--- src/sv/csm_pkg.sv ---
// Shared package for the caseless substring match block.
// Holds the capacity constant, item mode codes, the cell control struct and case folding.
// No dependencies.
`timescale 1ns / 1ps

package csm_pkg;

	localparam int NEEDLE_MAX = 32;
	localparam int LEN_W      = $clog2(NEEDLE_MAX + 1);

	localparam logic [7:0] CHAR_UPPER_A = 8'h41;
	localparam logic [7:0] CHAR_UPPER_Z = 8'h5A;
	localparam logic [7:0] CHAR_LOWER_A = 8'h61;

	typedef enum logic [1:0] {
		MODE_NEEDLE = 2'd0,
		MODE_HAY    = 2'd1,
		MODE_END    = 2'd2,
		MODE_UNUSED = 2'd3
	} mode_t;

	// Control broadcast to every cell of the chain.
	typedef struct packed {
		logic needle_shift;
		logic hay_shift;
		logic hay_clear;
	} cell_ctrl_t;

	function automatic logic [7:0] fold_case(input logic [7:0] c);
		logic [7:0] r;
		r = c;
		if (c >= CHAR_UPPER_A && c <= CHAR_UPPER_Z) begin
			r = c + (CHAR_LOWER_A - CHAR_UPPER_A);
		end
		return r;
	endfunction

endpackage

--- src/sv/csm_cell.sv ---
// One cell of the match chain: one needle byte, one window byte and their compare.
// Depends on csm_pkg.
`timescale 1ns / 1ps

module csm_cell (
	input  logic              clk,
	input  logic              arst_n,
	input  csm_pkg::cell_ctrl_t ctrl,
	input  logic [7:0]        nbyte_in,
	input  logic              nact_in,
	input  logic [7:0]        wbyte_in,
	input  logic              wval_in,
	output logic [7:0]        nbyte,
	output logic              nact,
	output logic [7:0]        wbyte,
	output logic              wval,
	output logic              hit
);
	import csm_pkg::*;

	logic [7:0] nbyte_q;
	logic [7:0] wbyte_q;
	logic       nact_q;
	logic       wval_q;
	logic       eq_q;

	// Needle and window bytes are payload and need no reset.
	always_ff @(posedge clk) begin
		if (ctrl.needle_shift) begin
			nbyte_q <= nbyte_in;
		end
		if (ctrl.hay_clear) begin
			wbyte_q <= 8'd0;
		end else if (ctrl.hay_shift) begin
			wbyte_q <= wbyte_in;
		end
	end

	always_ff @(posedge clk or negedge arst_n) begin
		if (!arst_n) begin
			nact_q <= 1'b0;
			wval_q <= 1'b0;
			eq_q   <= 1'b0;
		end else begin
			if (ctrl.needle_shift) begin
				nact_q <= nact_in;
			end
			if (ctrl.hay_clear) begin
				wval_q <= 1'b0;
				eq_q   <= 1'b0;
			end else if (ctrl.hay_shift) begin
				wval_q <= wval_in;
				eq_q   <= wval_in && (wbyte_in == nbyte_q);
			end
		end
	end

	assign nbyte = nbyte_q;
	assign nact  = nact_q;
	assign wbyte = wbyte_q;
	assign wval  = wval_q;
	// A cell beyond the needle end never blocks a match.
	assign hit   = eq_q || !nact_q;

endmodule

--- src/sv/caseless_substring_match.sv ---
// Top level of the caseless substring match block: stream ports, chain of cells, result register.
// Depends on csm_pkg and csm_cell.
`timescale 1ns / 1ps

// Usage
// The input stream carries one byte per transaction in s_tdata; s_tuser gives the mode
// (needle byte, haystack byte, end of haystack) and the first flag that starts a new needle.
// Needle bytes are pushed into a chain of NEEDLE_MAX cells, newest byte in cell 0, so that
// cell j holds the needle byte that lines up with window byte j. Haystack bytes are case
// folded once and shift through the same chain; every cell compares its window byte with
// its needle byte as the byte enters and registers the outcome. The AND of all cell
// outcomes is folded into a sticky match flag in the following cycle.
// An end transaction produces one result transaction: found in m_tdata bit 0 and the
// needle overflow flag in m_tuser. A needle byte or an end transaction clears the
// haystack state. Mode value 3 is accepted and ignored.
// Throughput is one transaction per cycle unless stalled, set by the chain's single shift step.
// A result appears on the master side in the cycle after its end transaction is accepted.
// The result register frees itself when taken, so s_tready is low only while a result
// is held and m_tready is low. Reset clears the needle, the flags and the result register.
module caseless_substring_match (
	input  logic       clk,
	input  logic       arst_n,
	input  logic       s_tvalid,
	output logic       s_tready,
	input  logic [7:0] s_tdata,  // [7:0] byte_value
	input  logic [2:0] s_tuser,  // [1:0] mode, [2] first
	output logic       m_tvalid,
	input  logic       m_tready,
	output logic [7:0] m_tdata,  // [0] found, [7:1] zero
	output logic       m_tuser   // [0] needle_too_long
);
	import csm_pkg::*;

	logic       in_fire;
	mode_t      in_mode;
	logic       in_first;
	logic [7:0] in_byte;

	logic [LEN_W-1:0] len_q;
	logic             overflow_q;
	logic             match_q;
	logic             pend_q;
	logic             m_tvalid_q;
	logic             found_q;
	logic             too_long_q;

	cell_ctrl_t ctrl;

	logic [NEEDLE_MAX-1:0][7:0] nbyte_in, nbyte_out, wbyte_in, wbyte_out;
	logic [NEEDLE_MAX-1:0]      nact_in, nact_out, wval_in, wval_out, hit;

	logic is_needle, is_hay, is_end, all_match, match_now, found_d;

	assign in_mode  = mode_t'(s_tuser[1:0]);
	assign in_first = s_tuser[2];
	assign in_byte  = s_tdata;

	// The result register parts both sides: a transaction enters unless a held result is not taken.
	assign s_tready = !m_tvalid_q || m_tready;
	assign in_fire  = s_tvalid && s_tready;

	assign is_needle = in_fire && (in_mode == MODE_NEEDLE);
	assign is_hay    = in_fire && (in_mode == MODE_HAY);
	assign is_end    = in_fire && (in_mode == MODE_END);

	// A needle byte is dropped when the chain is full, unless it starts a new needle.
	assign ctrl.needle_shift = is_needle && (in_first || (len_q != LEN_W'(NEEDLE_MAX)));
	assign ctrl.hay_shift    = is_hay;
	assign ctrl.hay_clear    = is_needle || is_end;

	// Cell 0 takes the new bytes; a first byte retires every older needle byte.
	genvar j;
	generate
		for (j = 0; j < NEEDLE_MAX; j++) begin : g_chain
			if (j == 0) begin : g_head
				assign nbyte_in[j] = fold_case(in_byte);
				assign nact_in[j]  = 1'b1;
				assign wbyte_in[j] = fold_case(in_byte);
				assign wval_in[j]  = 1'b1;
			end else begin : g_body
				assign nbyte_in[j] = nbyte_out[j-1];
				assign nact_in[j]  = nact_out[j-1] && !in_first;
				assign wbyte_in[j] = wbyte_out[j-1];
				assign wval_in[j]  = wval_out[j-1];
			end
			csm_cell u_cell (
				.clk      (clk),
				.arst_n   (arst_n),
				.ctrl     (ctrl),
				.nbyte_in (nbyte_in[j]),
				.nact_in  (nact_in[j]),
				.wbyte_in (wbyte_in[j]),
				.wval_in  (wval_in[j]),
				.nbyte    (nbyte_out[j]),
				.nact     (nact_out[j]),
				.wbyte    (wbyte_out[j]),
				.wval     (wval_out[j]),
				.hit      (hit[j])
			);
		end
	endgenerate

	// Cell 0 is active exactly when the needle is not empty.
	assign all_match = (&hit) && nact_out[0];
	// Outcome of the haystack byte taken in the previous cycle.
	assign match_now = pend_q && all_match && !overflow_q;

	always_comb begin
		if (overflow_q) begin
			found_d = 1'b0;
		end else if (len_q == '0) begin
			found_d = 1'b1;
		end else begin
			found_d = match_q || match_now;
		end
	end

	always_ff @(posedge clk or negedge arst_n) begin
		if (!arst_n) begin
			len_q      <= '0;
			overflow_q <= 1'b0;
			match_q    <= 1'b0;
			pend_q     <= 1'b0;
			m_tvalid_q <= 1'b0;
		end else begin
			if (is_needle) begin
				if (in_first) begin
					len_q      <= LEN_W'(1);
					overflow_q <= 1'b0;
				end else if (len_q == LEN_W'(NEEDLE_MAX)) begin
					overflow_q <= 1'b1;
				end else begin
					len_q <= len_q + LEN_W'(1);
				end
			end
			if (ctrl.hay_clear) begin
				match_q <= 1'b0;
			end else if (match_now) begin
				match_q <= 1'b1;
			end
			pend_q <= is_hay;
			if (is_end) begin
				m_tvalid_q <= 1'b1;
			end else if (m_tready) begin
				m_tvalid_q <= 1'b0;
			end
		end
	end

	always_ff @(posedge clk) begin
		if (is_end) begin
			found_q    <= found_d;
			too_long_q <= overflow_q;
		end
	end

	assign m_tvalid = m_tvalid_q;
	assign m_tdata  = {7'd0, found_q};
	assign m_tuser  = too_long_q;

`ifndef SYNTHESIS
	a_len_matches_active: assert property (@(posedge clk) disable iff (!arst_n)
		$countones(nact_out) == 32'(len_q))
		else $error("needle length disagrees with active cells");

	a_overflow_full: assert property (@(posedge clk) disable iff (!arst_n)
		overflow_q |-> (len_q == LEN_W'(NEEDLE_MAX)))
		else $error("overflow set with a needle below capacity");

	a_needle_clears_hay: assert property (@(posedge clk) disable iff (!arst_n)
		is_needle |=> (wval_out == '0) && !match_q && !pend_q)
		else $error("haystack state survived a needle byte");

	a_too_long_not_found: assert property (@(posedge clk) disable iff (!arst_n)
		(m_tvalid && m_tuser) |-> !m_tdata[0])
		else $error("found reported with an overlong needle");
`endif

endmodule

--- config.mk ---
export PLATFORM = sky130hd
export DESIGN_NAME = caseless_substring_match
export DESIGN_NICKNAME = d
export VERILOG_FILES = /design/src/sv/csm_pkg.sv /design/src/sv/csm_cell.sv /design/src/sv/caseless_substring_match.sv
export SDC_FILE = /design/constraint.sdc
export NUM_CORES = 1
export LEC_CHECK = 0
export BUFFER_PORTS_ARGS = -buffer_cell sky130_fd_sc_hd__buf_2
export CORE_MARGIN = 1.5
export CORE_UTILIZATION = 60
export CTS_CLUSTER_SIZE = 10
export DETAILED_ROUTE_END_ITERATION = 6
export GPL_TIMING_DRIVEN = 0
export PLACE_DENSITY_LB_ADDON = 0.12
export SETUP_SLACK_MARGIN = 0.2
export SKIP_CTS_REPAIR_TIMING = 1
export SLEW_MARGIN = 30
export SYNTH_ARGS = -nofsm -noshare
export SYNTH_HDL_FRONTEND = slang
export SYNTH_SLANG_ARGS = --single-unit
export TNS_END_PERCENT = 5
--- constraint.sdc ---
create_clock -name clk -period 7.5 [get_ports clk]
set_input_delay 2.25 -clock clk [delete_from_list [all_inputs] [get_ports clk]]
set_output_delay 2.25 -clock clk [all_outputs]
set_load 0.05 [all_outputs]
Word level (Yosys, flattened, before mapping)

Index checks and enable logic that the tools add are counted.

Bits in registers: 611
Input bits: 15
Logic and storage cells: 493

$add $sub $neg: 2
$lt $le $gt $ge: 2
Equality and inequality tests: 37
Multiplexer cells: 136
Reductions and logical operators: 151

Operators by type and width:

| operator            | number |
|---|---|
| $eq 8x8->1          | 32 |
| $mux 1              | 133 |
| $logic_and 1x1->1   | 71 |
| $logic_or 1x1->1    | 36 |
| $logic_not 1->1     | 35 |
| $reduce_and 32->1   | 1 |
| $mux 6              | 2 |
| $add 8x6->8 const B | 1 |
| $ge 8x7->1 const B  | 1 |
| $le 8x7->1 const B  | 1 |
| $mux 8              | 1 |
| $reduce_bool 2->1   | 4 |
| $add 6x1->6 const B | 1 |
| $eq 6x6->1 const B  | 1 |
| $logic_not 6->1     | 1 |
| $ne 6x6->1 const B  | 1 |
| $reduce_and 2->1    | 2 |
| $eq 2x1->1 const B  | 1 |
| $eq 2x2->1 const B  | 1 |
| $logic_not 2->1     | 1 |
| $ne 2x2->1 const B  | 1 |

Longest topological paths before layout

Gate-level depths: netlist of run 1.

Word-level depth: 8
Gate-level depth with buffers: 8

Hierarchy

From an unflattened synthesis of run 1, not the netlist that was laid out.

Cells, all modules: 1,919
Area total of the unflattened synthesis: 24,383.4 um^2

By module, submodules not included:

| module                   | times used | cells each | area an instance (um^2) |
|---|---|---|---|
| csm_cell                 | 32         | 56         | 729.4 |
| caseless_substring_match | 1          | 127        | 1,041.0 |

Least setup slack after synthesis of run 1

OpenSTA, ideal clock, no wires.

Kind: input to register
From: input port s_tvalid
To: register g_chain[0].u_cell.nbyte_q[0], enable pin
Data arrival time: 8.032 ns
Slack: -1.139 ns
Stages: 5
Path buffers: 1
Cell sequence: inv_2 > nor4_4 > o21ai_2 > buf_2 > inv_1

RTL lines:

| item                 | RTL line                       | source |
|---|---|---|
| from (decl)          | caseless_substring_match.sv:23 | `input logic s_tvalid,` |
| to (signal assigned) | csm_cell.sv:30                 | `nbyte_q <= nbyte_in;` |
| to (decl)            | csm_cell.sv:21                 | `logic [7:0] nbyte_q;` |

Final worst setup path of run 1

From: input port m_tready
To: output port s_tready

Longest elaborated chain between the ends: 1

RTL lines:

| item             | RTL line                       | source |
|---|---|---|
| from (decl)      | caseless_substring_match.sv:28 | `input logic m_tready,` |
| $logic_or 1x1->1 | caseless_substring_match.sv:59 | `assign s_tready = !m_tvalid_q \|\| m_tready;` |
| to (decl)        | caseless_substring_match.sv:24 | `output logic s_tready,` |

Every way passes these cells.

==> impl_metrics.sql, run 1 <==
INSERT INTO impl_metrics (metric_group, metric, value, unit) VALUES
('status', 'status', 'finished, final reports clean', ''),
('route', 'drc', '0', ''),
('cts', 'tritoncts', 'built', ''),
('cts', 'cts_root_buffer', 'clkbuf_16', ''),
('placed_design', 'placed_cells', '2019', ''),
('power', 'power.leakage', '9.130', 'nW'),
('global_route', 'largest_net_degree_at_the_start_of_global_routing', '75', ''),
('sta', 'clock_skew', '0.01572', 'ns'),
('sta', 'max_freq', '193.8', 'MHz'),
('placed_design', 'port_buffers', '17', ''),
('power', 'p_total', '7.003', 'mW'),
('die', 'num_rows', '70', ''),
('finish', 'drive_gt1_share', '11.38', '%'),
('sta', 'slew-limit-headroom', '44.82', '%'),
('sta', 'tightestPinTransition', '0.8215', 'ns'),
('sta', 'rsz_0062_raised_after_global_routing', 'false', ''),
('route', 'routed_via_density', '6.001', ''),
('power', 'netSwitchingPower', '1.501', 'mW'),
('route', 'postRouteWirelength', '46570', 'µm'),
('critical_path', 'regToRegSetupSlack', '4.14', 'ns'),
('finish', 'layout.core_utilization', '69.36', '%'),
('logic_synthesis', 'ys.warnings.count', '0', ''),
('sta', 'setup_viol_count_final', '0', ''),
('logic_synthesis', 'share_of_synthesized_flip_flops_with_an_asynchronous_set_or_reset', '17.18', '%'),
('worst_hold_path', 'worst_hold_path_type', 'flop to flop', ''),
('cts', 'worst_path_clk_slew', '0.05', 'ns'),
('route', 'first_pass_iters', '5', ''),
('finish', 'areaGrowthSynthToFinish', '13.77', '%'),
('power', 'share_seq_of_total_power', '51.1', '%'),
('global_route', 'grt_resource_usage_total', '25.02', '%'),
('die', 'total_i_o_pin_count', '26', ''),
('die', 'floorplan.die.height', '195.9', 'µm'),
('finish', 'finalInstanceArea', '25390', 'µm²'),
('logic_synthesis', 'synth-edff-count', '258', ''),
('job', 'max_cap_violations', '0', ''),
('sta', 'period_minus_slack', '5.159', 'ns'),
('cts', 'cts.htree.levels', '3', ''),
('route', 'vias', '12880', ''),
('logic_synthesis', 'ys_seq_elements', '611', ''),
('die', 'dieWidth', '195.9', 'µm'),
('critical_path', 'required_arrival_time_at_the_worst_endpoint', '5.25', 'ns'),
('die', 'initial_utilization', '60.97', '%'),
('critical_path', 'timing.critical_path.arrival', '2.91', 'ns'),
('sta', 'final.setup.tns', '0', 'ns'),
('cts', 'clock_insertion_delay_worst_skew', '0.58', 'ns'),
('logic_synthesis', 'sequential_fraction_of_the_synthesis_area', '68.72', '%'),
('die', 'core_region_area', '36610', 'µm²'),
('sta', 'finalHoldViolCount', '0', ''),
('critical_path', 'critPathMaxFanout', '5', ''),
('power', 'power.share.switching', '21.43', '%'),
('cts', 'numCtsBuffers', '71', ''),
('logic_synthesis', 'synth.top_cell.area_share', '34.71', '%'),
('route', 'dr.first_iter.drc_count', '878', ''),
('global_route', 'antenna_violations_before_repair', '0', ''),
('power', 'comb_power_share', '4.0', '%'),
('logic_synthesis', 'postSynthAreaPerCell', '14.71', 'µm²'),
('logic_synthesis', 'synth_most_common_cell', 'a22o_1', ''),
('logic_synthesis', 'synth_cell_types', '45', ''),
('logic_synthesis', 'netlist.top_cell.by_area', 'edfxtp_1', ''),
('sta', 'final.period_utilization', '68.79', '%'),
('placed_design', 'finalWeightedCongestion', '0.8578', ''),
('power', 'worst_ir_drop_vdd', '192.6', 'µV'),
('global_route', 'gr-total-overflow', '0', ''),
('placed_design', 'dp_hpwl', '31650', 'µm'),
('finish', 'layout_fillers', '2443', ''),
('finish', 'antenna_cells_inserted', '0', ''),
('logic_synthesis', 'post_synth_inst_count', '1517', ''),
('route', 'wire_per_inst', '21.69', 'µm'),
('finish', 'final_cells', '2147', ''),
('logic_synthesis', 'yosys-top-cells-count', 'a22o_1 (310), edfxtp_1 (258), dfxtp_1 (248)', ''),
('logic_synthesis', 'postSynth.topFlopCell', 'edfxtp_1', '');
==> state kept, by name, summed over array words and instances (netlist names) <==
signal	count
g_chain.u_cell.nbyte	256
g_chain.u_cell.wbyte	248
g_chain.u_cell.eq_q	32
g_chain.u_cell.nact	32
g_chain.u_cell.wval	31
len_q	6
found_q	1
m_tuser	1
m_tvalid	1
match_q	1
overflow_q	1
pend_q	1
==> cell families (layout without fill, tap and decap cells) <==
logic type	after synthesis	after routing	synth area share [%]
AO/OA/AOI/OAI	378	378	14.66
XOR/XNOR	253	253	9.927
flip-flops	611	611	68.72
adder cells (fa/ha/maj)	3	3	0.1682
other	1	7	0.01680
AND/OR/NAND/NOR	158	158	4.030
multiplexers	2	2	0.08969
buffers and inverters	111	267	2.382
==> through the flow <==
stage / hold WS [ns] / setup WS (ns)
final: 0.4621 / 2.341
after global routing: 0.4734 / 2.304
after CTS: 0.4674 / 2.337
after detailed placement: 0.4563 / 2.339
after global placement: 0.4507 / -1.850
after floorplan: 0.4473 / 0.3039
==> final cells by class <==
cell class / count / area, µm² / area share (%)
flip-flops and latches: 611 / 15340 / 60.41
repair buffers: 28 / 341.6 / 1.345
plain buffers: 83 / 426.7 / 1.680
multi-input cells: 801 / 6472 / 25.49
inverters: 28 / 108.9 / 0.4287
clock buffers: 125 / 2086 / 8.213
well taps: 468 / 585.6 / 2.306
clock inverters: 3 / 33.78 / 0.1330
==> critical path, stage by stage <==
cell,delay (ns)
buf_2,0.10
nor2b_2,0.28
inv_1,0.06
buf_2,0.21
==> routing by layer <==
layer  vias to the layer above  share of wire [%]  GRT usage [%]  routed length, µm
met3                        88                6.0          5.123               2785
met5                         -                  0              0                  0
met1                      6495                 44          35.04              20640
met2                       331                 47          39.59              21950
met4                         0                2.6          7.892               1199
li1                       5970                  -              -                  -
==> cell usage in the layout (no fill, tap or decap), drive strengths merged, types with 11 or more instances in the layout <==
cell / n
edfxtp: 258
nand4: 62
nand2: 11
dfrtp: 105
dfxtp: 248
clkbuf: 132
xnor2: 244
nand2b: 19
inv: 29
a32o: 30
nor2: 40
a22o: 310
buf: 104
==> power by group through the flow <==
stage / registers (mW) / logic [mW] / clock network [mW]
floorplan: 3.64 / 0.176 / 0
global placement: 3.66 / 0.257 / 0
detailed placement: 3.65 / 0.276 / 0
global route: 3.58 / 0.301 / 3.34
CTS: 3.58 / 0.278 / 3.20
finish: 3.58 / 0.277 / 3.15
==> path summary, 6_finish.rpt <==
path / start / end / depth (start not counted)
worst max-delay path: m_tready / s_tready / 4
worst min-delay path: g_chain[15].u_cell.nbyte[4] / g_chain[16].u_cell.nbyte[4] / 0
worst max register to register: len_q[0] / g_chain[18].u_cell.nbyte[0] / 11
worst min register to register: g_chain[15].u_cell.nbyte[4] / g_chain[16].u_cell.nbyte[4] / 0
max in group asynchronous: arst_n / g_chain[11].u_cell.eq_q / 2
min in group asynchronous: arst_n / m_tvalid / 1
Power figures use the tool's default switching activity.
==> run 2, diff against run 1 <==
==> constraint.sdc (replaced) <==
create_clock -name clk -period 5.4 [get_ports clk]
set_input_delay 1.62 -clock clk [delete_from_list [all_inputs] [get_ports clk]]
set_output_delay 1.62 -clock clk [all_outputs]
set_load 0.05 [all_outputs]
==> run 2 against run 1 <==
Effect of this change:
- worst hold slack worse by 0.00090 ns
- clock skew grew 0.0078 ns
- combinational power up 40%
- sequential cell count stayed put
- critical path type unchanged
- critical endpoint unchanged
==> impl_metrics.sql, run 2 (synthesis gave the netlist of run 1 again) <==
INSERT INTO impl_metrics (metric_group, metric, value, unit) VALUES
('die', 'total_i_o_pin_count', '26', ''),
('sta', 'tightestPinTransition', '0.8421', 'ns'),
('cts', 'cts_buffer_depth', '3', ''),
('sta', 'period_minus_slack', '3.810', 'ns'),
('die', 'dieWidth', '195.9', 'µm'),
('finish', 'layout_commonest_cell', 'a22o_1', ''),
('critical_path', 'regToRegSetupSlack', '2.02', 'ns'),
('finish', 'layout_fillers', '2474', ''),
('power', 'worst_ir_drop_vdd', '292.4', 'µV'),
('sta', 'final.setup.tns', '0', 'ns'),
('critical_path', 'critPathMaxStageDelay', '0.21', 'ns'),
('critical_path', 'timing.critical_path.arrival', '2.19', 'ns'),
('route', 'final_antenna_net_count', '0', ''),
('critical_path', 'critical-path-top-cell-by-count', 'buf_2', ''),
('critical_path', 'endpoint_kind_of_the_worst_setup_timing_path', 'output port', ''),
('worst_hold_path', 'hold_path_depth', '0', ''),
('global_route', 'largest_net_degree_at_the_start_of_global_routing', '60', ''),
('sta', 'slew-limit-headroom', '43.43', '%'),
('route', 'drc', '0', ''),
('die', 'design.die.area', '38370', 'µm²'),
('critical_path', 'cp_num_buf_inv', '3', ''),
('die', 'core_region_area', '36610', 'µm²'),
('cts', 'clock_insertion_delay_worst_skew', '0.58', 'ns'),
('power', 'power_density', '380.2', 'nW/µm²'),
('global_route', 'grt_pass1_vias', '12940', ''),
('route', 'vias', '12920', ''),
('status', 'status', 'finished, final reports clean', ''),
('power', 'p_total', '9.646', 'mW'),
('job', 'max_cap_violations', '0', ''),
('critical_path', 'required_arrival_time_at_the_worst_endpoint', '3.78', 'ns'),
('critical_path', 'crit_path_top_delay_cell', 'buf_2', ''),
('finish', 'area_taken_by_multi_input_logic_gates', '6485', 'µm²'),
('critical_path', 'critical-path-top-delay-family', 'buffers and inverters', ''),
('global_route', 'groute.layer.met2.usage', '39.90', '%'),
('sta', 'final.period_utilization', '70.55', '%'),
('sta', 'clock_skew', '0.02352', 'ns'),
('placed_design', 'port_buffers', '17', ''),
('critical_path', 'crit_chain', 'buf_2 > nor2b_4 > inv_1 > buf_2', ''),
('critical_path', 'cp_num_cells', '4', ''),
('route', 'wire_per_inst', '21.69', 'µm'),
('critical_path', 'critPathMaxFanout', '5', ''),
('route', 'postRouteWirelength', '46530', 'µm'),
('cts', 'numCtsBuffers', '71', ''),
('global_route', 'antenna_violations_before_repair', '0', ''),
('placed_design', 'finalWeightedCongestion', '0.8635', ''),
('sta', 'finalHoldViolCount', '0', ''),
('global_route', 'use_met3', '5.415', '%'),
('cts', 'tritoncts', 'built', ''),
('sta', 'finalWorstSetupSlack', '1.590', 'ns'),
('cts', 'worst_path_clk_slew', '0.05', 'ns'),
('global_route', 'globalRouteMet1Util', '34.31', '%'),
('global_route', 'grt_resource_usage_total', '24.95', '%'),
('cts', 'cts.htree.levels', '3', ''),
('sta', 'max_freq', '262.5', 'MHz'),
('finish', 'fin_nets', '1642', ''),
('die', 'num_rows', '70', ''),
('cts', 'clock-sinks', '611', ''),
('worst_hold_path', 'worst_hold_path_type', 'flop to flop', ''),
('finish', 'drive_gt1_share', '11.28', '%'),
('critical_path', 'critical_path_source_type', 'input pin', ''),
('route', 'routed_via_density', '6.023', ''),
('cts', 'cts_root_buffer', 'clkbuf_16', ''),
('placed_design', 'dp_hpwl', '31790', 'µm'),
('route', 'dr.first_iter.drc_count', '1081', ''),
('critical_path', 'number_of_cell_instances_on_the_worst_register_to_register_path', '11', ''),
('finish', 'layout.cells.most_common_list', 'a22o_1 (310), edfxtp_1 (258), dfxtp_1 (248)', ''),
('placed_design', 'dp_worst_setup_slack', '1.086', 'ns'),
('die', 'floorplan.die.height', '195.9', 'µm'),
('sta', 'timing_max_transition_violations_final', '0', ''),
('global_route', 'grt_pass1_wl', '73690', 'µm'),
('critical_path', 'worstSetupPathType', 'input pin to output port', ''),
('global_route', 'gr-total-overflow', '0', ''),
('sta', 'hold-worst-slack', '0.4612', 'ns'),
('route', 'first_pass_iters', '5', ''),
('sta', 'setup_viol_count_final', '0', ''),
('finish', 'areaGrowthSynthToFinish', '13.65', '%'),
('sta', 'rsz_0062_raised_after_global_routing', 'false', ''),
('finish', 'largest_register_ffs', '256', ''),
('die', 'initial_utilization', '60.97', '%'),
('global_route', 'top_usage_layer', 'met2', ''),
('finish', 'sequential_cell_area_in_the_final_layout', '15340', 'µm²'),
('power', 'power.leakage', '9.116', 'nW');
## run 2: changes by cell type in the layout (fill, tap and decap cells not counted), sizes merged
cell | previous run | this run
clkinv | 1 | 0
diode | 0 | 1
inv | 29 | 27
## run 2: metrics by stage
stage | cells | utilization (%) | instance area [µm²]
final | 2145 | 69.29 | 25370
after global routing | 2144 | 69.29 | 25370
after CTS | 2144 | 69.29 | 25370
after detailed placement | 2019 | 63.65 | 23300
after global placement | 2008 | 62.93 | 23040
after floorplan | 1523 | - | 22370
## run 2: path summary, 6_finish.rpt
check                                                  from                          end
worst min-delay path            g_chain[15].u_cell.nbyte[7]  g_chain[16].u_cell.nbyte[7]
max in group asynchronous                            arst_n      g_chain[19].u_cell.eq_q
worst max register to register                     len_q[0]  g_chain[14].u_cell.nbyte[1]
worst min register to register  g_chain[15].u_cell.nbyte[7]  g_chain[16].u_cell.nbyte[7]
worst max-delay path                               m_tready                     s_tready
min in group asynchronous                            arst_n                     m_tvalid
## run 2: layer usage
layer / part of all wire, % / wire length, µm / vias to the layer above
met1: 44 / 20600 / 6499
met5: 0 / 0 / -
met4: 2.1 / 986 / 0
li1: - / - / 5974
met3: 5.8 / 2684 / 72
met2: 48 / 22260 / 375
## run 2: layout make-up
type | count | area share [%]
clock buffer | 125 | 8.133
sequential | 611 | 60.47
timing repair buffer | 28 | 1.376
tap | 468 | 2.308
multi-input combinational | 801 | 25.56
buffer | 83 | 1.711
antenna | 1 | 0.009864
inverter | 28 | 0.4291
## run 2: where the power goes
group          leakage, nW  switching (mW)  internal (mW)
clock                0.984            1.72           2.56
combinational         2.33           0.256          0.132
sequential            5.80          0.0682           4.90
total                 9.12            2.05           7.60
==> run 3, diff against run 2 <==
--- a/config.mk
+++ b/config.mk
@@ -7,7 +7,7 @@
 export LEC_CHECK = 0
 export BUFFER_PORTS_ARGS = -buffer_cell sky130_fd_sc_hd__buf_2
 export CORE_MARGIN = 1.5
-export CORE_UTILIZATION = 60
+export CORE_UTILIZATION = 56
 export CTS_CLUSTER_SIZE = 10
 export DETAILED_ROUTE_END_ITERATION = 6
 export GPL_TIMING_DRIVEN = 0
==> constraint.sdc (replaced) <==
create_clock -name clk -period 3.2 [get_ports clk]
set_input_delay 0.96 -clock clk [delete_from_list [all_inputs] [get_ports clk]]
set_output_delay 0.96 -clock clk [all_outputs]
set_load 0.05 [all_outputs]
==> run 3 against run 2 <==
Effect of this change:
- die area increased by 7.0%
- cell area increased by 1.2%
- clock skew up 0.0048 ns
- critical path depth is 10 higher
- sequential power is 69% higher
- register-to-register slack lost 1.8 ns
- largest cell class unchanged
- global-route usage shrank 0.98 points
- routed wire length rose by 3.2%
- combinational power up 74%
- critical path type is now flop to flop
==> impl_metrics.sql, run 3 (synthesis gave the netlist of run 1 again) <==
INSERT INTO impl_metrics (metric_group, metric, value, unit) VALUES
('placed_design', 'dp_hpwl', '32570', 'µm'),
('critical_path', 'critical-path-top-cell-by-count', 'buf_16', ''),
('die', 'design.die.area', '41070', 'µm²'),
('sta', 'finalWorstSetupSlack', '0.2402', 'ns'),
('global_route', 'gr-total-overflow', '0', ''),
('critical_path', 'number_of_cell_instances_on_the_worst_register_to_register_path', '14', ''),
('power', 'comb_power_share', '4.1', '%'),
('global_route', 'grt_resource_usage_total', '23.97', '%'),
('sta', 'finalHoldViolCount', '0', ''),
('power', 'power.leakage', '9.246', 'nW'),
('sta', 'setup_viol_count_final', '0', ''),
('finish', 'areaGrowthSynthToFinish', '15.00', '%'),
('global_route', 'largest_net_degree_at_the_start_of_global_routing', '54', ''),
('finish', 'finalInstanceArea', '25670', 'µm²'),
('sta', 'slew-limit-headroom', '39.81', '%'),
('power', 'p_total', '16.48', 'mW'),
('route', 'drc', '0', ''),
('critical_path', 'critical-path-top-delay-family', 'buffers and inverters', ''),
('critical_path', 'critPathMaxStageDelay', '0.40', 'ns'),
('route', 'routed_via_density', '5.883', ''),
('sta', 'period_minus_slack', '2.960', 'ns'),
('route', 'first_pass_iters', '5', ''),
('cts', 'clock-sinks', '611', ''),
('finish', 'layout.core_utilization', '65.81', '%'),
('power', 'netSwitchingPower', '3.537', 'mW'),
('cts', 'clock_insertion_delay_worst_skew', '0.59', 'ns'),
('route', 'final_antenna_net_count', '0', ''),
('critical_path', 'cp_num_cells', '14', ''),
('critical_path', 'cp_num_buf_inv', '10', ''),
('placed_design', 'dp_worst_setup_slack', '-0.9504', 'ns'),
('critical_path', 'endpoint_kind_of_the_worst_setup_timing_path', 'flop', ''),
('placed_design', 'placed_cell_area', '23400', 'µm²'),
('sta', 'timing_max_transition_violations_final', '0', ''),
('sta', 'tightestPinTransition', '0.8960', 'ns'),
('sta', 'rsz_0062_raised_after_global_routing', 'false', ''),
('sta', 'final.period_utilization', '92.50', '%'),
('cts', 'cts_root_buffer', 'clkbuf_16', ''),
('job', 'max_cap_violations', '0', ''),
('cts', 'cts.htree.levels', '3', ''),
('worst_hold_path', 'worst_hold_path_type', 'input pin to asynchronous set/reset pin', ''),
('finish', 'drive_gt1_share', '12.38', '%'),
('power', 'p_int', '12.94', 'mW'),
('power', 'power_density', '642.1', 'nW/µm²'),
('critical_path', 'timing.critical_path.arrival', '3.29', 'ns'),
('sta', 'max_freq', '337.9', 'MHz'),
('cts', 'worst_path_clk_slew', '0.06', 'ns'),
('die', 'dieWidth', '202.7', 'µm'),
('power', 'power.share.switching', '21.46', '%'),
('finish', 'layout.cells.most_common_list', 'a22o_1 (310), edfxtp_1 (258), dfxtp_1 (248)', ''),
('power', 'worst_ir_drop_vdd', '436.3', 'µV'),
('placed_design', 'finalWeightedCongestion', '0.8341', ''),
('power', 'share_clk_of_total_power', '45.0', '%'),
('cts', 'tritoncts', 'built', ''),
('critical_path', 'worstSetupPathType', 'flop to flop', ''),
('route', 'vias', '13030', ''),
('global_route', 'grt_pass1_vias', '13280', ''),
('critical_path', 'critPathMaxFanout', '25', ''),
('route', 'dr.first_iter.drc_count', '943', ''),
('critical_path', 'regToRegSetupSlack', '0.24', 'ns'),
('sta', 'clock_skew', '0.02827', 'ns'),
('power', 'share_seq_of_total_power', '50.9', '%'),
('route', 'postRouteWirelength', '48020', 'µm'),
('placed_design', 'port_buffers', '17', ''),
('die', 'initial_utilization', '57.22', '%'),
('die', 'total_i_o_pin_count', '26', ''),
('die', 'num_rows', '72', ''),
('global_route', 'grt_pass1_wl', '76260', 'µm'),
('cts', 'numCtsBuffers', '71', ''),
('critical_path', 'crit_path_top_delay_cell', 'dfrtp_1', ''),
('global_route', 'antenna_violations_before_repair', '0', ''),
('sta', 'hold-worst-slack', '0.3177', 'ns'),
('critical_path', 'critical_path_source_type', 'flop', ''),
('finish', 'layout_fillers', '2770', ''),
('route', 'wire_per_inst', '21.69', 'µm'),
('finish', 'fin_nets', '1657', ''),
('status', 'status', 'finished, final reports clean', ''),
('finish', 'largest_register_ffs', '256', ''),
('die', 'core_region_area', '39010', 'µm²'),
('cts', 'cts_buffer_depth', '3', ''),
('critical_path', 'crit_chain', 'inv_2 > ha_1 > nor4b_4 > nand2_2 > o21ai_4 > buf_8 > clkinvlp_4 > buf_12 > buf_16 > buf_16 > buf_16 > buf_16 > buf_16 > buf_12', ''),
('die', 'floorplan.die.height', '202.7', 'µm'),
('critical_path', 'required_arrival_time_at_the_worst_endpoint', '3.53', 'ns'),
('finish', 'layout_commonest_cell', 'a22o_1', ''),
('finish', 'antenna_cells_inserted', '0', '');
## run 3: metal layers
layer	up-vias	part of all wire [%]	global-route usage (%)
met3	82	5.9	5.457
met1	6585	44	33.09
met4	0	2.1	6.905
li1	6023	-	-
met5	-	0	0
met2	335	48	38.22
## run 3: power groups by stage
stage | Sequential, mW | Clock [mW] | Combinational [mW]
after floorplan | 8.53 | 0 | 0.415
after detailed placement | 8.55 | 0 | 0.655
after global routing | 8.40 | 7.87 | 0.741
after CTS | 8.39 | 7.54 | 0.660
final | 8.39 | 7.41 | 0.677
after global placement | 8.57 | 0 | 0.607
## run 3: path summary, 6_finish.rpt
check | end | start
max in group asynchronous | g_chain[6].u_cell.eq_q | arst_n
max reg2reg | g_chain[15].u_cell.nbyte[0] | len_q[0]
min reg2reg | g_chain[16].u_cell.nbyte[3] | g_chain[15].u_cell.nbyte[3]
min | g_chain[23].u_cell.wval | arst_n
max | g_chain[15].u_cell.nbyte[0] | len_q[0]
min in group clk | g_chain[16].u_cell.nbyte[3] | g_chain[15].u_cell.nbyte[3]
## run 3: metrics by stage
| stage | instances | setup TNS [ns] |
|---|---|---|
| 2_1_floorplan | 1523 | -637.32 |
| 3_3_place_gp | 2058 | -1192.92 |
| 3_5_place_dp | 2070 | -74.86 |
| 4_1_cts | 2200 | -28.41 |
| 5_1_grt | 2214 | 0 |
| 6_report | 2214 | 0 |
## run 3: cell type report
class / instances / area, µm² / area share [%]
flip-flops and latches: 611 / 15340 / 59.76
clock inverters: 3 / 31.28 / 0.1219
multi-input cells: 801 / 6496 / 25.31
repair inverters: 1 / 5.005 / 0.01950
well taps: 518 / 648.1 / 2.525
inverters: 28 / 108.9 / 0.4241
plain buffers: 83 / 437.9 / 1.706
clock buffers: 127 / 2103 / 8.194
repair buffers: 42 / 499.2 / 1.945
